$ cat src/rtl/gcb_pkg.sv
`timescale 1ns / 1ps

package gcb_pkg;

  // Vertex capacity of the adjacency store; masks are one bit per vertex.
  localparam int unsigned MaxVertices = 32;
  localparam int unsigned RowW        = MaxVertices;
  localparam int unsigned VtxW        = $clog2(MaxVertices);
  localparam int unsigned CntW        = 6;

  typedef enum logic [1:0] {
    StIdle,
    StWalk,
    StDone
  } state_e;

  typedef enum logic {
    ModeLoad  = 1'b0,
    ModeCheck = 1'b1
  } mode_e;

  typedef struct packed {
    logic            done;
    logic [RowW-1:0] reached;
  } walk_stat_t;

  // Mask of vertices in use: count 0 acts as 1, counts above capacity saturate.
  function automatic logic [RowW-1:0] used_mask(input logic [CntW-1:0] cnt);
    logic [RowW-1:0] m;
    m = '0;
    for (int i = 0; i < RowW; i++) begin
      m[i] = (CntW'(i) < cnt) || (i == 0);
    end
    return m;
  endfunction

  // Priority encoder, lowest set bit wins.
  function automatic logic [VtxW-1:0] lowest_set(input logic [RowW-1:0] m);
    logic [VtxW-1:0] k;
    k = '0;
    for (int i = RowW - 1; i >= 0; i--) begin
      if (m[i]) begin
        k = VtxW'(i);
      end
    end
    return k;
  endfunction

endpackage

$ cat src/rtl/gcb_in_if.sv
`timescale 1ns / 1ps

interface gcb_in_if;
  import gcb_pkg::*;

  logic            valid;
  logic            ready;
  logic            mode;
  logic [VtxW-1:0] row_index;
  logic [RowW-1:0] row_bits;

  modport source (output valid, output mode, output row_index, output row_bits,
                  input ready);
  modport sink   (input valid, input mode, input row_index, input row_bits,
                  output ready);
endinterface

$ cat src/rtl/gcb_out_if.sv
`timescale 1ns / 1ps

interface gcb_out_if;
  import gcb_pkg::*;

  logic            valid;
  logic            ready;
  logic            connected;
  logic [RowW-1:0] reached_mask;

  modport source (output valid, output connected, output reached_mask, input ready);
  modport sink   (input valid, input connected, input reached_mask, output ready);
endinterface

$ cat src/rtl/gcb_cfg_if.sv
`timescale 1ns / 1ps

interface gcb_cfg_if;
  import gcb_pkg::*;

  logic            valid;
  logic            ready;
  logic [CntW-1:0] vertex_count;

  modport source (output valid, output vertex_count, input ready);
  modport sink   (input valid, input vertex_count, output ready);
endinterface

$ cat src/rtl/gcb_ram.sv
`timescale 1ns / 1ps

module gcb_ram #(
  parameter int unsigned Width = 32,
  parameter int unsigned Depth = 32
) (
  input  logic                     clk_i,
  input  logic                     we_i,
  input  logic [$clog2(Depth)-1:0] waddr_i,
  input  logic [Width-1:0]         wdata_i,
  input  logic                     re_i,
  input  logic [$clog2(Depth)-1:0] raddr_i,
  output logic [Width-1:0]         rdata_o
);

  logic [Width-1:0] mem [Depth];
  logic [Width-1:0] rdata_q;

  always_ff @(posedge clk_i) begin
    if (we_i) begin
      mem[waddr_i] <= wdata_i;
    end
    if (re_i) begin
      rdata_q <= mem[raddr_i];
    end
  end

  assign rdata_o = rdata_q;

endmodule

$ cat src/rtl/gcb_walk.sv
`timescale 1ns / 1ps

module gcb_walk (
  input  logic                         clk_i,
  input  logic                         rst_ni,
  input  logic                         start_i,
  input  logic [gcb_pkg::RowW-1:0]     all_mask_i,
  input  logic [gcb_pkg::RowW-1:0]     rd_data_i,
  output logic                         rd_en_o,
  output logic [gcb_pkg::VtxW-1:0]     rd_addr_o,
  output gcb_pkg::walk_stat_t          stat_o
);
  import gcb_pkg::*;

  logic            active_q, active_d;
  logic            pend_q, pend_d;
  logic [RowW-1:0] visited_q, visited_d;
  logic [RowW-1:0] frontier_q, frontier_d;

  logic [RowW-1:0] fresh;
  logic [RowW-1:0] front_cur;
  logic [VtxW-1:0] pick;
  logic [RowW-1:0] pick_oh;
  logic            done;

  // Row data from the previous pop merges in before the next pick; pops may
  // run ahead of merges since visiting order does not matter.
  always_comb begin
    fresh     = pend_q ? (rd_data_i & all_mask_i & ~visited_q) : '0;
    front_cur = frontier_q | fresh;
    pick      = lowest_set(front_cur);
    pick_oh   = RowW'(1) << pick;

    active_d   = active_q;
    pend_d     = 1'b0;
    visited_d  = visited_q;
    frontier_d = frontier_q;
    rd_en_o    = 1'b0;
    done       = 1'b0;

    if (start_i) begin
      active_d   = 1'b1;
      visited_d  = RowW'(1);
      frontier_d = RowW'(1);
    end else if (active_q) begin
      visited_d = visited_q | fresh;
      if (front_cur != '0) begin
        frontier_d = front_cur & ~pick_oh;
        pend_d     = 1'b1;
        rd_en_o    = 1'b1;
      end else begin
        active_d   = 1'b0;
        frontier_d = '0;
        done       = 1'b1;
      end
    end
  end

  always_ff @(posedge clk_i or negedge rst_ni) begin
    if (!rst_ni) begin
      active_q   <= 1'b0;
      pend_q     <= 1'b0;
      visited_q  <= '0;
      frontier_q <= '0;
    end else begin
      active_q   <= active_d;
      pend_q     <= pend_d;
      visited_q  <= visited_d;
      frontier_q <= frontier_d;
    end
  end

  assign rd_addr_o      = pick;
  assign stat_o.done    = done;
  assign stat_o.reached = visited_q;

endmodule

$ cat src/rtl/graph_connectivity_bfs.sv
`timescale 1ns / 1ps

// Connectivity check of an undirected graph held as an adjacency matrix.
// A load transaction (mode 0) writes one 32-bit row into the adjacency RAM,
// and loads stream back to back. A check transaction (mode 1) walks from
// vertex 0, lowest frontier vertex first, over the first vertex_count
// vertices and returns one result: connected, and the mask of reached
// vertices. The walk pops one frontier vertex per cycle and issues its row
// read to the single RAM read port, merging the returned row into the
// frontier in the following cycle. No new transaction is taken while a
// check runs. The result sits in an output register, so the next
// transaction is taken while a result still waits. vertex_count resets to
// 32; 0 acts as 1 and values above 32 saturate. Rows must be loaded before a
// check reads them; unwritten rows give undefined results.
module graph_connectivity_bfs (
  input  logic       clk_i,
  input  logic       rst_ni,
  gcb_in_if.sink     in_i,
  gcb_cfg_if.sink    cfg_i,
  gcb_out_if.source  out_o
);
  import gcb_pkg::*;

  state_e state_q, state_d;

  logic [CntW-1:0] vcnt_q;
  logic [RowW-1:0] all_mask;

  logic            in_acc;
  logic            ram_we;
  logic            walk_start;
  logic            rd_en;
  logic [VtxW-1:0] rd_addr;
  logic [RowW-1:0] rd_data;
  walk_stat_t      walk_stat;

  logic            out_free;
  logic            out_load;
  logic            out_valid_q, out_valid_d;
  logic            out_conn_q;
  logic [RowW-1:0] out_mask_q;

  // Config register; the user must write it only while idle (the block does not enforce this), so always ready.
  assign cfg_i.ready = 1'b1;

  always_ff @(posedge clk_i or negedge rst_ni) begin
    if (!rst_ni) begin
      vcnt_q <= CntW'(MaxVertices);
    end else if (cfg_i.valid) begin
      vcnt_q <= cfg_i.vertex_count;
    end
  end

  assign all_mask = used_mask(vcnt_q);

  // Input side: loads go straight to the RAM, checks kick off the walk.
  assign in_acc     = in_i.valid && in_i.ready;
  assign ram_we     = in_acc && (in_i.mode == ModeLoad);
  assign walk_start = in_acc && (in_i.mode == ModeCheck);

  gcb_ram #(
    .Width (RowW),
    .Depth (MaxVertices)
  ) u_adj_ram (
    .clk_i   (clk_i),
    .we_i    (ram_we),
    .waddr_i (in_i.row_index),
    .wdata_i (in_i.row_bits),
    .re_i    (rd_en),
    .raddr_i (rd_addr),
    .rdata_o (rd_data)
  );

  gcb_walk u_walk (
    .clk_i      (clk_i),
    .rst_ni     (rst_ni),
    .start_i    (walk_start),
    .all_mask_i (all_mask),
    .rd_data_i  (rd_data),
    .rd_en_o    (rd_en),
    .rd_addr_o  (rd_addr),
    .stat_o     (walk_stat)
  );

  // Output slot frees up in the same cycle it is taken.
  assign out_free = !out_valid_q || out_o.ready;

  // Next state
  always_comb begin
    state_d = state_q;
    unique case (state_q)
      StIdle: begin
        if (walk_start) begin
          state_d = StWalk;
        end
      end
      StWalk: begin
        if (walk_stat.done) begin
          state_d = StDone;
        end
      end
      StDone: begin
        if (out_free) begin
          state_d = StIdle;
        end
      end
      default: state_d = StIdle;
    endcase
  end

  // State outputs
  always_comb begin
    in_i.ready = 1'b0;
    out_load   = 1'b0;
    unique case (state_q)
      StIdle:  in_i.ready = 1'b1;
      StWalk:  ;
      StDone:  out_load = out_free;
      default: ;
    endcase
  end

  assign out_valid_d = out_load || (out_valid_q && !out_o.ready);

  always_ff @(posedge clk_i or negedge rst_ni) begin
    if (!rst_ni) begin
      state_q     <= StIdle;
      out_valid_q <= 1'b0;
    end else begin
      state_q     <= state_d;
      out_valid_q <= out_valid_d;
    end
  end

  // Result payload; walk's visited set stays put until the next check.
  always_ff @(posedge clk_i) begin
    if (out_load) begin
      out_conn_q <= ((walk_stat.reached & all_mask) == all_mask);
      out_mask_q <= walk_stat.reached;
    end
  end

  assign out_o.valid        = out_valid_q;
  assign out_o.connected    = out_conn_q;
  assign out_o.reached_mask = out_mask_q;

endmodule

$ cat src/flat_wrapper.sv
// flat-port wrapper written by rule: the top's interface ports become plain ports
module graph_connectivity_bfs_flat import gcb_pkg::*;
  (clk_i, rst_ni, in_i_valid, in_i_mode, in_i_row_index, in_i_row_bits, in_i_ready, cfg_i_valid, cfg_i_vertex_count, cfg_i_ready, out_o_valid, out_o_connected, out_o_reached_mask, out_o_ready);
  gcb_in_if in_i_i ();
  gcb_cfg_if cfg_i_i ();
  gcb_out_if out_o_i ();
  input  logic clk_i;
  input  logic rst_ni;
  input wire logic [$bits(in_i_i.valid)-1:0] in_i_valid;
  input wire logic [$bits(in_i_i.mode)-1:0] in_i_mode;
  input wire logic [$bits(in_i_i.row_index)-1:0] in_i_row_index;
  input wire logic [$bits(in_i_i.row_bits)-1:0] in_i_row_bits;
  output wire logic [$bits(in_i_i.ready)-1:0] in_i_ready;
  input wire logic [$bits(cfg_i_i.valid)-1:0] cfg_i_valid;
  input wire logic [$bits(cfg_i_i.vertex_count)-1:0] cfg_i_vertex_count;
  output wire logic [$bits(cfg_i_i.ready)-1:0] cfg_i_ready;
  output wire logic [$bits(out_o_i.valid)-1:0] out_o_valid;
  output wire logic [$bits(out_o_i.connected)-1:0] out_o_connected;
  output wire logic [$bits(out_o_i.reached_mask)-1:0] out_o_reached_mask;
  input wire logic [$bits(out_o_i.ready)-1:0] out_o_ready;
  assign in_i_i.valid = in_i_valid;
  assign in_i_i.mode = in_i_mode;
  assign in_i_i.row_index = in_i_row_index;
  assign in_i_i.row_bits = in_i_row_bits;
  assign in_i_ready = in_i_i.ready;
  assign cfg_i_i.valid = cfg_i_valid;
  assign cfg_i_i.vertex_count = cfg_i_vertex_count;
  assign cfg_i_ready = cfg_i_i.ready;
  assign out_o_valid = out_o_i.valid;
  assign out_o_connected = out_o_i.connected;
  assign out_o_reached_mask = out_o_i.reached_mask;
  assign out_o_i.ready = out_o_ready;
  graph_connectivity_bfs u_core (.clk_i(clk_i), .rst_ni(rst_ni), .in_i(in_i_i), .cfg_i(cfg_i_i), .out_o(out_o_i));
endmodule
$ cat config.mk
export PLATFORM = sky130hd
export DESIGN_NAME = graph_connectivity_bfs_flat
export DESIGN_NICKNAME = d
export VERILOG_FILES = /design/src/rtl/gcb_pkg.sv /design/src/rtl/gcb_in_if.sv /design/src/rtl/gcb_out_if.sv /design/src/rtl/gcb_cfg_if.sv /design/src/rtl/gcb_ram.sv /design/src/rtl/gcb_walk.sv /design/src/rtl/graph_connectivity_bfs.sv /design/src/flat_wrapper.sv
export SDC_FILE = /design/constraint.sdc
export NUM_CORES = 1
export LEC_CHECK = 0
export BUFFER_PORTS_ARGS = -buffer_cell sky130_fd_sc_hd__buf_2
export CORE_MARGIN = 8
export CORE_UTILIZATION = 26
export CTS_CLUSTER_SIZE = 30
export DETAILED_ROUTE_END_ITERATION = 8
export GPL_TIMING_DRIVEN = 0
export SYNTH_ARGS = -nofsm -noshare
export SYNTH_HDL_FRONTEND = slang
export SYNTH_HIERARCHICAL = 1
export SYNTH_SLANG_ARGS = --single-unit
$ cat constraint.sdc
create_clock -name clk_i -period 4.57 [get_ports clk_i]
set_input_delay 0.6855 -clock clk_i [delete_from_list [all_inputs] [get_ports clk_i]]
set_output_delay 0.6855 -clock clk_i [all_outputs]
set_load 0.1 [all_outputs]
-- Word-level counts from Yosys, hierarchy flattened
Memories as Yosys holds them, arrays and structs flattened. A register that Yosys moved wholly into a read port is not among the register bits.
Cells that the tools add are included.
- eq/ne operators: 6
- shift-type cells: 1
- mux-type cells: 53
- $lt $le $gt $ge: 31
- reduce and logical (&&, ||, !) cells: 12
- bitwise operators: 9
- operators with widths (cell ; count):
    32-bit two-way mux ; 6
    5-bit two-way mux ; 32
    32-bit AND ; 4
    5-bit by 6-bit less-than comparator with 1-bit output (first input constant) ; 16
    32-bit NOT ; 2
    32-bit bitwise OR ; 2
    4-bit by 6-bit less-than comparator with 1-bit output (first input constant) ; 8
    32-bit == test ; 1
    32-bit nonzero test ; 1
    1-bit by 5-bit left shift with 32-bit output (first input constant) ; 1
    3-bit by 6-bit less-than comparator with 1-bit output (first input constant) ; 4
    2-bit by 6-bit less-than comparator with 1-bit output (first input constant) ; 2
    1-bit two-way mux ; 11
    1-bit by 6-bit less-than comparator with 1-bit output (first input constant) ; 1
    2-bit two-way mux ; 3
    2-bit case mux with 3 select lines ; 1
    1-bit logical AND ; 4
    2-bit inequality test (second input constant) ; 2
    3-bit AND reduction ; 1
    2-bit by 1-bit == test with 1-bit output (second input constant) ; 1
    2-bit == test (second input constant) ; 1
    1-bit zero test ; 2
    2-bit zero test ; 1
    1-bit logical OR ; 2
    3 further kinds ; 3
- bits in writable memories: 1024
- input bits: 49
- output and inout bits: 36
- bits in registers: 108
- memories kept: 1
- word-level logic and storage cells: 122
- memory list (name ; depth ; bits a word ; rd ports ; clocked after memory_dff ; write ports ; line ; source):
    u_core.u_adj_ram.mem ; 32 ; 32 ; 1 ; 1 ; 1 ; gcb_ram.sv:16 ; logic [Width-1:0] mem [Depth];

-- Depth between registers and ports, before layout
Gate-level depths: netlist (run 1).
- depth after elaboration: 43
- depth in mapped cells: 23
- depth with buffers taken out: 17

-- Cells and area by module
The synthesis (run 1) kept the hierarchy.
- modules (own cells, without submodules) (module ; times used ; seq. area each (um2) ; area an instance (um2) ; cells an instance):
    gcb_ram ; 1 ; 31710.4 ; 40805.4 ; 2260
    gcb_walk ; 1 ; 1651.6 ; 3995.1 ; 415
    graph_connectivity_bfs ; 1 ; 1217.4 ; 2085.8 ; 185

-- Worst setup path before layout (run 1)
OpenSTA, ideal clock, no wires.
- path kind: register to register
- start point: register u_core.state_q[0]
- end point: memory u_core.u_adj_ram.mem[12][0], enable pin
- arrival time: 4047 ps
- path slack: 102 ps
- stages on the path, launching flop included: 7
- setup time: 421 ps
- required time: 4149 ps
- buffers on the path: 1
- clock period less this slack: 4468 ps
- path through: dfrtp_1 nor2_1 nand2_1 nor2_1 or3b_2 clkbuf_1 nor2_1
- word-level cells in the longest chain between the ends: 6
- RTL lines (element ; line ; source):
    start: declaration ; graph_connectivity_bfs.sv:24 ; state_e state_q, state_d;
    start signal: assignment ; graph_connectivity_bfs.sv:127 ; state_q <= StIdle;
    start signal: assignment ; graph_connectivity_bfs.sv:130 ; state_q <= state_d;
    2-bit zero test ; graph_connectivity_bfs.sv:115 ; unique case (state_q)
    1-bit two-way mux ; graph_connectivity_bfs.sv:115 ;
    net in_i_ready ; flat_wrapper.sv:13 ; output wire logic [$bits(in_i_i.ready)-1:0] in_i_ready;
    1-bit logical AND ; graph_connectivity_bfs.sv:57 ; assign in_acc = in_i.valid && in_i.ready;
    1-bit logical AND ; graph_connectivity_bfs.sv:58 ; assign ram_we = in_acc && (in_i.mode == ModeLoad);
    net u_core.ram_we ; graph_connectivity_bfs.sv:30 ; logic ram_we;
    1-bit two-way mux ; gcb_ram.sv:20 ; if (we_i) begin
    1-bit two-way mux (implied by the code) ; gcb_ram.sv:21 ; mem[waddr_i] <= wdata_i;
    end: declaration ; gcb_ram.sv:16 ;
The timed path passes the listed nets, and every way through them passes these cells.

-- Final worst setup path (run 1)
- start point: register u_core.vcnt_q[1]
- end point: register u_core.u_adj_ram.rdata_q[8], in the netlist u_core/u_adj_ram/rdata_o[8], read port of u_core.u_adj_ram.mem (data pin)
- elaborated cells on any way between the ends: 71
- classes of those cells: order compare (31); mux (36); bitwise (3); reduce/logical (1)
- RTL lines (element ; line ; source):
    start: declaration ; graph_connectivity_bfs.sv:26 ; logic [CntW-1:0] vcnt_q;
    start signal: assignment ; graph_connectivity_bfs.sv:48 ; vcnt_q <= CntW'(MaxVertices);
    start signal: assignment ; graph_connectivity_bfs.sv:50 ; vcnt_q <= cfg_i.vertex_count;
    5-bit by 6-bit less-than comparator with 1-bit output ; gcb_pkg.sv:32 ; m[i] = (CntW'(i) < cnt) || (i == 0);
    net u_core.all_mask[26] ; graph_connectivity_bfs.sv:27 ; logic [RowW-1:0] all_mask;
    32-bit AND (2 in series) ; gcb_walk.sv:29 ; fresh = pend_q ? (rd_data_i & all_mask_i & ~visited_q) : '0;
    32-bit two-way mux ; gcb_walk.sv:29 ;
    32-bit bitwise OR ; gcb_walk.sv:30 ; front_cur = frontier_q | fresh;
    5-bit two-way mux (27 in series) ; gcb_pkg.sv:42 ; if (m[i]) begin
    net u_core.rd_addr[1] ; graph_connectivity_bfs.sv:33 ; logic [VtxW-1:0] rd_addr;
    end: declaration ; gcb_ram.sv:17 ; logic [Width-1:0] rdata_q;
The timed path passes the listed nets, and every way through them passes these cells.
A chain may end at the register's enable or synchronous reset.

==> flow_summary.toml, run 1 <==
[status]
status = "completed"

[yosys]
ys_top_cells_by_count = "edfxtp_1 (1089), mux2i_1 (512), nand2_1 (147), a21oi_1 (131), nand3_1 (108)"
yosysTopAreaCell = "edfxtp_1"
synth_flop_cell = "edfxtp_1"
synth_top_area_frac = 0.697
synth.most_common_cell = "edfxtp_1"
synth.avg_cell_area_sq_um = 16.4
syn_area_sq_um = 46900
yosys_warnings = 6
synthArstFlopShare = 0.0644
ys_top_cells_by_area = "edfxtp_1 (70%), mux2i_1 (11%), dfrtp_1 (3.9%)"
synth.distinct_cells = 83
yosysSeqAreaShare = 0.738
syn_inst = 2860
synth_edf_count = 1089
synth-seq-cells = 1164

[floorplanning]
die_y_microns = 441
initial_core_util = 0.261
die_x_microns = 441
dieArea_sq_um = 194000
fp.coreArea_sq_um = 180000
row_count = 156
ios = 85

[sta]
max_slew_margin = 0.308
post-route-min-period_ns = 4.53
slew_violations = 0
final.period_utilization = 0.992
setup_ws_ns = 0.0388
rsz0062_at_grt = "true"
worst_pin_slew_ns = 1.03
skew_ns = 0.0798
setup_viol = 0
hold_viol_final = 0
fmax_mhz = 221

[worst_hold_path]
hold_depth = 3
min_delay_worst_endpoint = "u_core/vcnt_q[4]$_DFFE_PN0P_"
min_path_type = "in2reg"
worstHoldStart = "cfg_i_vertex_count[4]"

[grt]
grt_pass1_wl_microns = 183000
antenna_found_initial = 18
grt_util_all_layers = 0.126
grt_use_met3 = 0.0255
top_usage_layer = "met2"
grt_use_met2 = 0.197
grt_pass1_vias = 26400
grt_max_degree = 54
grt-ovfl-total = 0
use_met1 = 0.177

[drt]
antenna_left = 0
route.detailed.drc = 0
drt-pass1-iter-count = 6
num_vias = 27100
viasPerCell = 4.85
routed_wirelength_microns = 128000
post_drt_wl_per_cell_microns = 22.9
drt_iter0_drc = 2690

[place]
dp_cells = 5347
port_buffers = 82
hpwl_microns = 85400
gp_congestion = 0.898
dp_slack_ns = -1.49

[worst_setup_path]
path_class = "reg2reg"
worstPathRequired_ns = 4.98
cp-end-kind = "flop"
r2r_end = "u_core/u_adj_ram/rdata_o[8]$_DFFE_PP_"
cp.arrival_ns = 4.94
reg2reg_from = "u_core/vcnt_q[1]$_DFFE_PN0P_"
rrSetupSlack_ns = 0.04
startpoint_type = "flop"
crit_fanout = 10
reg2reg_depth = 17

[cts]
clock_latency_ns = 0.75
cts_root_buf = "clkbuf_16"
clockBufferDepth = 3
clkTransAtPathRegs_ns = 0.06
cts_buffers = 109
clock-sinks = 1164
cts_tree = "done"
htree_levels = 3

[final_layout]
finalNonFillerCells = 5587
area_delta_synth_final_pct = 21.3
n_fill_cell = 17400
nNetsFinal = 3170
drive_gt1_frac = 0.211

[flow_run]
maxCapViolations = 0
==> critical path, cell delays in order (launching register included) <==
cell,delay [ns]
dfrtp_1,0.37
clkbuf_4,0.21
clkbuf_8,0.21
a21oi_2,0.20
o21ai_1,0.13
and3_2,0.26
a2111oi_4,0.44
o311ai_2,0.20
a311o_1,0.42
nand3_2,0.16
a21oi_4,0.13
nor2_1,0.18
buf_4,0.26
buf_6,0.22
buf_4,0.24
nand2_1,0.13
a31oi_4,0.34
nand3_4,0.17
==> cell families (layout without fill, tap and decap cells) <==
kind of cell	count (synthesis)	after routing	share of synthesized area
buffers and inverters	193	542	0.0225
AOI/OAI and AO/OA	471	471	0.0721
muxes	515	515	0.110
DFF	1164	1164	0.738
other	1	9	0.0000800
and+or+nand+nor	516	516	0.0578
==> area by class of cell <==
class / instances / area (sq um) / area share
Tap cell: 2370 / 2970 / 0.0521
Antenna cell: 6 / 15.0 / 0.000264
Inverter: 31 / 133 / 0.00233
Multi-Input combinational cell: 1505 / 12700 / 0.223
Clock buffer: 142 / 2890 / 0.0508
Sequential cell: 1164 / 34600 / 0.608
Timing Repair Buffer: 150 / 1530 / 0.0269
Buffer: 160 / 1410 / 0.0249
Clock inverter: 59 / 632 / 0.0111
==> routing by layer <==
| layer | vias to the layer above | share of wire |
|---|---|---|
| li1 | 11800 | - |
| met1 | 14000 | 0.45 |
| met2 | 992 | 0.46 |
| met3 | 232 | 0.068 |
| met4 | 6 | 0.024 |
| met5 | - | 0.00031 |
==> cells in the final DEF, fill, tap and decap left out, types with 26 or more instances in the layout <==
| master | Yosys | final |
|---|---|---|
| inv_1 | 30 | 26 |
| mux2i_1 | 512 | 501 |
| buf_4 | 37 | 52 |
| buf_6 | 19 | 39 |
| buf_12 | 0 | 38 |
| nand2_1 | 147 | 144 |
| a22oi_1 | 97 | 95 |
| a22o_1 | 67 | 67 |
| dfrtp_1 | 74 | 73 |
| nand3_1 | 108 | 68 |
| buf_2 | 34 | 91 |
| clkbuf_1 | 64 | 47 |
| clkbuf_16 | 0 | 113 |
| nor2_4 | 1 | 36 |
| edfxtp_1 | 1089 | 1089 |
| a21oi_1 | 131 | 127 |
| a31oi_4 | 0 | 27 |
| nor2_1 | 97 | 59 |
==> metrics by stage <==
| step | cell area (sq um) | utilization | TNS, ns | hold WS (ns) |
|---|---|---|---|---|
| after global placement | 50300 | 0.279 | -758.68 | 0.469 |
| after floorplan | 46900 | - | 0 | 0.390 |
| after CTS | 56200 | 0.312 | 0 | 0.155 |
| after detailed placement | 51200 | 0.285 | -42.33 | 0.480 |
| final | 56900 | 0.316 | 0 | 0.209 |
| after global routing | 56900 | 0.316 | -1.43 | 0.175 |
==> worst max path at each step <==
stage,startpoint,to,slack [ns]
after floorplan,u_core/state_q[0]$_DFFE_PN0P_,u_core/u_adj_ram/mem[12][0]$_DFFE_PP_,0.10
after global placement,u_core/vcnt_q[2]$_DFFE_PN0P_,u_core/u_adj_ram/rdata_o[9]$_DFFE_PP_,-1.45
after detailed placement,u_core/vcnt_q[2]$_DFFE_PN0P_,u_core/u_adj_ram/rdata_o[25]$_DFFE_PP_,-1.49
after CTS,u_core/vcnt_q[2]$_DFFE_PN0P_,u_core/u_adj_ram/rdata_o[27]$_DFFE_PP_,0.004
after global routing,u_core/vcnt_q[4]$_DFFE_PN0P_,u_core/u_adj_ram/rdata_o[18]$_DFFE_PP_,-0.11
final,u_core/vcnt_q[1]$_DFFE_PN0P_,u_core/u_adj_ram/rdata_o[8]$_DFFE_PP_,0.04
==> sequential cells by signal (all words and copies together), names as in the netlist <==
signal and flops:
u_core/out_o.connected 1, u_core/u_walk/visited_q 32, u_core/u_walk/frontier_q 32, u_core/state_q 2
u_core/u_adj_ram/mem 1024, u_core/out_o.valid 1, u_core/vcnt_q 6, u_core/u_walk/active_q 1
u_core/u_walk/pend_q 1, u_core/u_adj_ram/rdata_o 32, u_core/out_o.reached_mask 32
==> what timing repair did <==
item / in CTS / in global routing
hold buffers: 1 / 0
pin swaps: 34 / 59
setup buffers: 12 / 15
resized for setup: 305 / 104
cloned: 2 / 5
endpoints found under the hold margin: 21 / 0
setup endpoints to repair: 32 / 32
Power of run 1 is left out: the tool's default activity adds up to more than one toggle a clock period on the data nets, which glitch-free logic cannot reach.
==> run 2: changes to the inputs <==
Settings changed: CORE_ASPECT_RATIO set to 1.1.
==> run 2 against run 1 <==
- sequential share of layout area fell by 0.34 points
- first-iteration DRC count rose by 4.2%
- non-clock buffer count rose by 6
- worst setup slack improved by 0.018 ns
- sequential cell count did not move
- critical path type unchanged
- critical endpoint is now u_core/u_adj_ram/rdata_o[24]$_DFFE_PP_
==> flow_summary.toml, run 2 (same netlist as run 1, synthesis figures left out) <==
[status]
status = "completed"

[drt]
viasPerCell = 4.80
routed_wirelength_microns = 126000
drt_iter0_drc = 2804
antenna_left = 0
post_drt_wl_per_cell_microns = 22.4
route.detailed.drc = 0
num_vias = 27000
drt-pass1-iter-count = 5

[final_layout]
final_common_cell = "edfxtp_1"
final_cell_mix = "edfxtp_1 (1089), mux2i_1 (503), nand2_1 (142)"
nNetsFinal = 3179
drive_gt1_frac = 0.211
finalNonFillerCells = 5622
area_delta_synth_final_pct = 22.0
top_register = "u_core/u_adj_ram/mem"
largest_register_ffs = 1024

[cts]
cts_tree = "done"
htree_levels = 3
clkTransAtPathRegs_ns = 0.06
cts_buffers = 112
clock_latency_ns = 0.74
cts_root_buf = "clkbuf_16"
clock-sinks = 1164
clockBufferDepth = 3

[floorplanning]
die_y_microns = 461
dieArea_sq_um = 194000
die_x_microns = 421
initial_core_util = 0.262
row_count = 163
ios = 85
fp.coreArea_sq_um = 179000

[grt]
grt_max_degree = 55
grt_pass1_wl_microns = 179000
grt_util_all_layers = 0.123
grt-ovfl-total = 0
antenna_found_initial = 17
grt_pass1_vias = 26100

[sta]
setup_viol = 0
skew_ns = 0.0603
worst_pin_slew_ns = 1.06
slew_violations = 0
hold_viol_final = 0
max_slew_margin = 0.293
final.period_utilization = 0.988
fmax_mhz = 222
post-route-min-period_ns = 4.51

[flow_run]
maxCapViolations = 0

[worst_hold_path]
min_path_type = "in2reg"

[place]
gp_congestion = 0.866
hpwl_microns = 83700
port_buffers = 82
dp_cells = 5369

[worst_setup_path]
cp.arrival_ns = 4.92
cp-end-kind = "flop"
crit_fanout = 10
path_class = "reg2reg"
startpoint_type = "flop"
worstPathRequired_ns = 4.98
-- run 2: changes by cell type in the layout (fill, tap and decap cells not counted), sizes merged --
cell / delta
diode: +4
bufbuf: -1
buf: +10
bufinv: +4
clkinv: +1
inv: +3
clkbuf: -9
clkinvlp: +1
-- run 2: path summary, 6_finish.rpt --
check | depth (start not counted) | start | slack (ns) | end
min in group asynchronous | 2 | rst_ni | 0.45 | u_core/vcnt_q[3]$_DFFE_PN0P_
min reg2reg | 2 | u_core/u_walk/frontier_q[12]$_DFFE_PN0P_ | 0.50 | u_core/u_walk/frontier_q[12]$_DFFE_PN0P_
min | 3 | cfg_i_vertex_count[4] | 0.22 | u_core/vcnt_q[4]$_DFFE_PN0P_
max reg2reg | 21 | u_core/vcnt_q[1]$_DFFE_PN0P_ | 0.06 | u_core/u_adj_ram/rdata_o[24]$_DFFE_PP_
max | 21 | u_core/vcnt_q[1]$_DFFE_PN0P_ | 0.06 | u_core/u_adj_ram/rdata_o[24]$_DFFE_PP_
max in group asynchronous | 3 | rst_ni | 3.52 | u_core/u_walk/frontier_q[28]$_DFFE_PN0P_
-- run 2: layout make-up --
| cell class | instances | area (sq um) |
|---|---|---|
| fill | 17200 | 122000 |
| tap | 2392 | 2990 |
| timing repair buffer | 156 | 1610 |
| antenna | 10 | 25.0 |
| buffer | 160 | 1540 |
| inverter | 31 | 130 |
| clock inverter | 68 | 746 |
| sequential | 1164 | 34600 |
| multi-input combinational | 1505 | 12600 |
| clock buffer | 136 | 2930 |
-- run 2: per-layer routing --
| layer | GRT usage | vias to the layer above | wire length (microns) |
|---|---|---|---|
| met5 | 0 | - | 54 |
| met1 | 0.171 | 13900 | 55200 |
| met3 | 0.0219 | 216 | 8810 |
| met4 | 0.0274 | 8 | 2860 |
| met2 | 0.200 | 990 | 59000 |
| li1 | - | 11900 | - |
-- run 2: worst max-delay path, cell delays in order (launching register included) --
cell       delay (ns)
dfrtp_1          0.37
buf_6            0.15
buf_6            0.16
nor4_4           0.26
o21ai_1          0.13
and4b_2          0.27
a2111oi_4        0.32
nand2_1          0.15
a221oi_4         0.27
a211o_1          0.19
and2_4           0.14
buf_6            0.11
o21ai_4          0.06
inv_4            0.15
buf_12           0.17
buf_16           0.16
buf_12           0.17
buf_12           0.15
mux2i_4          0.25
nand2_2          0.09
a31oi_4          0.31
nand3_4          0.16
-- run 2: what timing repair did --
action | CTS | global route
hold endpoints to repair | 20 | 0
pin swaps | 30 | 48
gates resized for setup | 276 | 161
endpoints found under the setup margin | 32 | 32
setup buffers | 13 | 17
hold buffers | 1 | 0
gates cloned | 2 | 8
-- run 2: per-stage QoR --
stage / hold WS (ns) / area [sq um] / setup TNS, ns / setup WS [ns] / utilization
2_1_floorplan: 0.390 / 46900 / 0 / 0.102 / -
6_report: 0.216 / 57200 / 0 / 0.0565 / 0.319
3_3_place_gp: 0.469 / 50300 / -615.39 / -1.47 / 0.281
4_1_cts: 0.162 / 56200 / -0.00470 / -0.00470 / 0.314
5_1_grt: 0.182 / 57200 / -0.409 / -0.0582 / 0.319
3_5_place_dp: 0.473 / 51200 / -40.36 / -1.44 / 0.286
Power of run 2 is left out for the same reason.
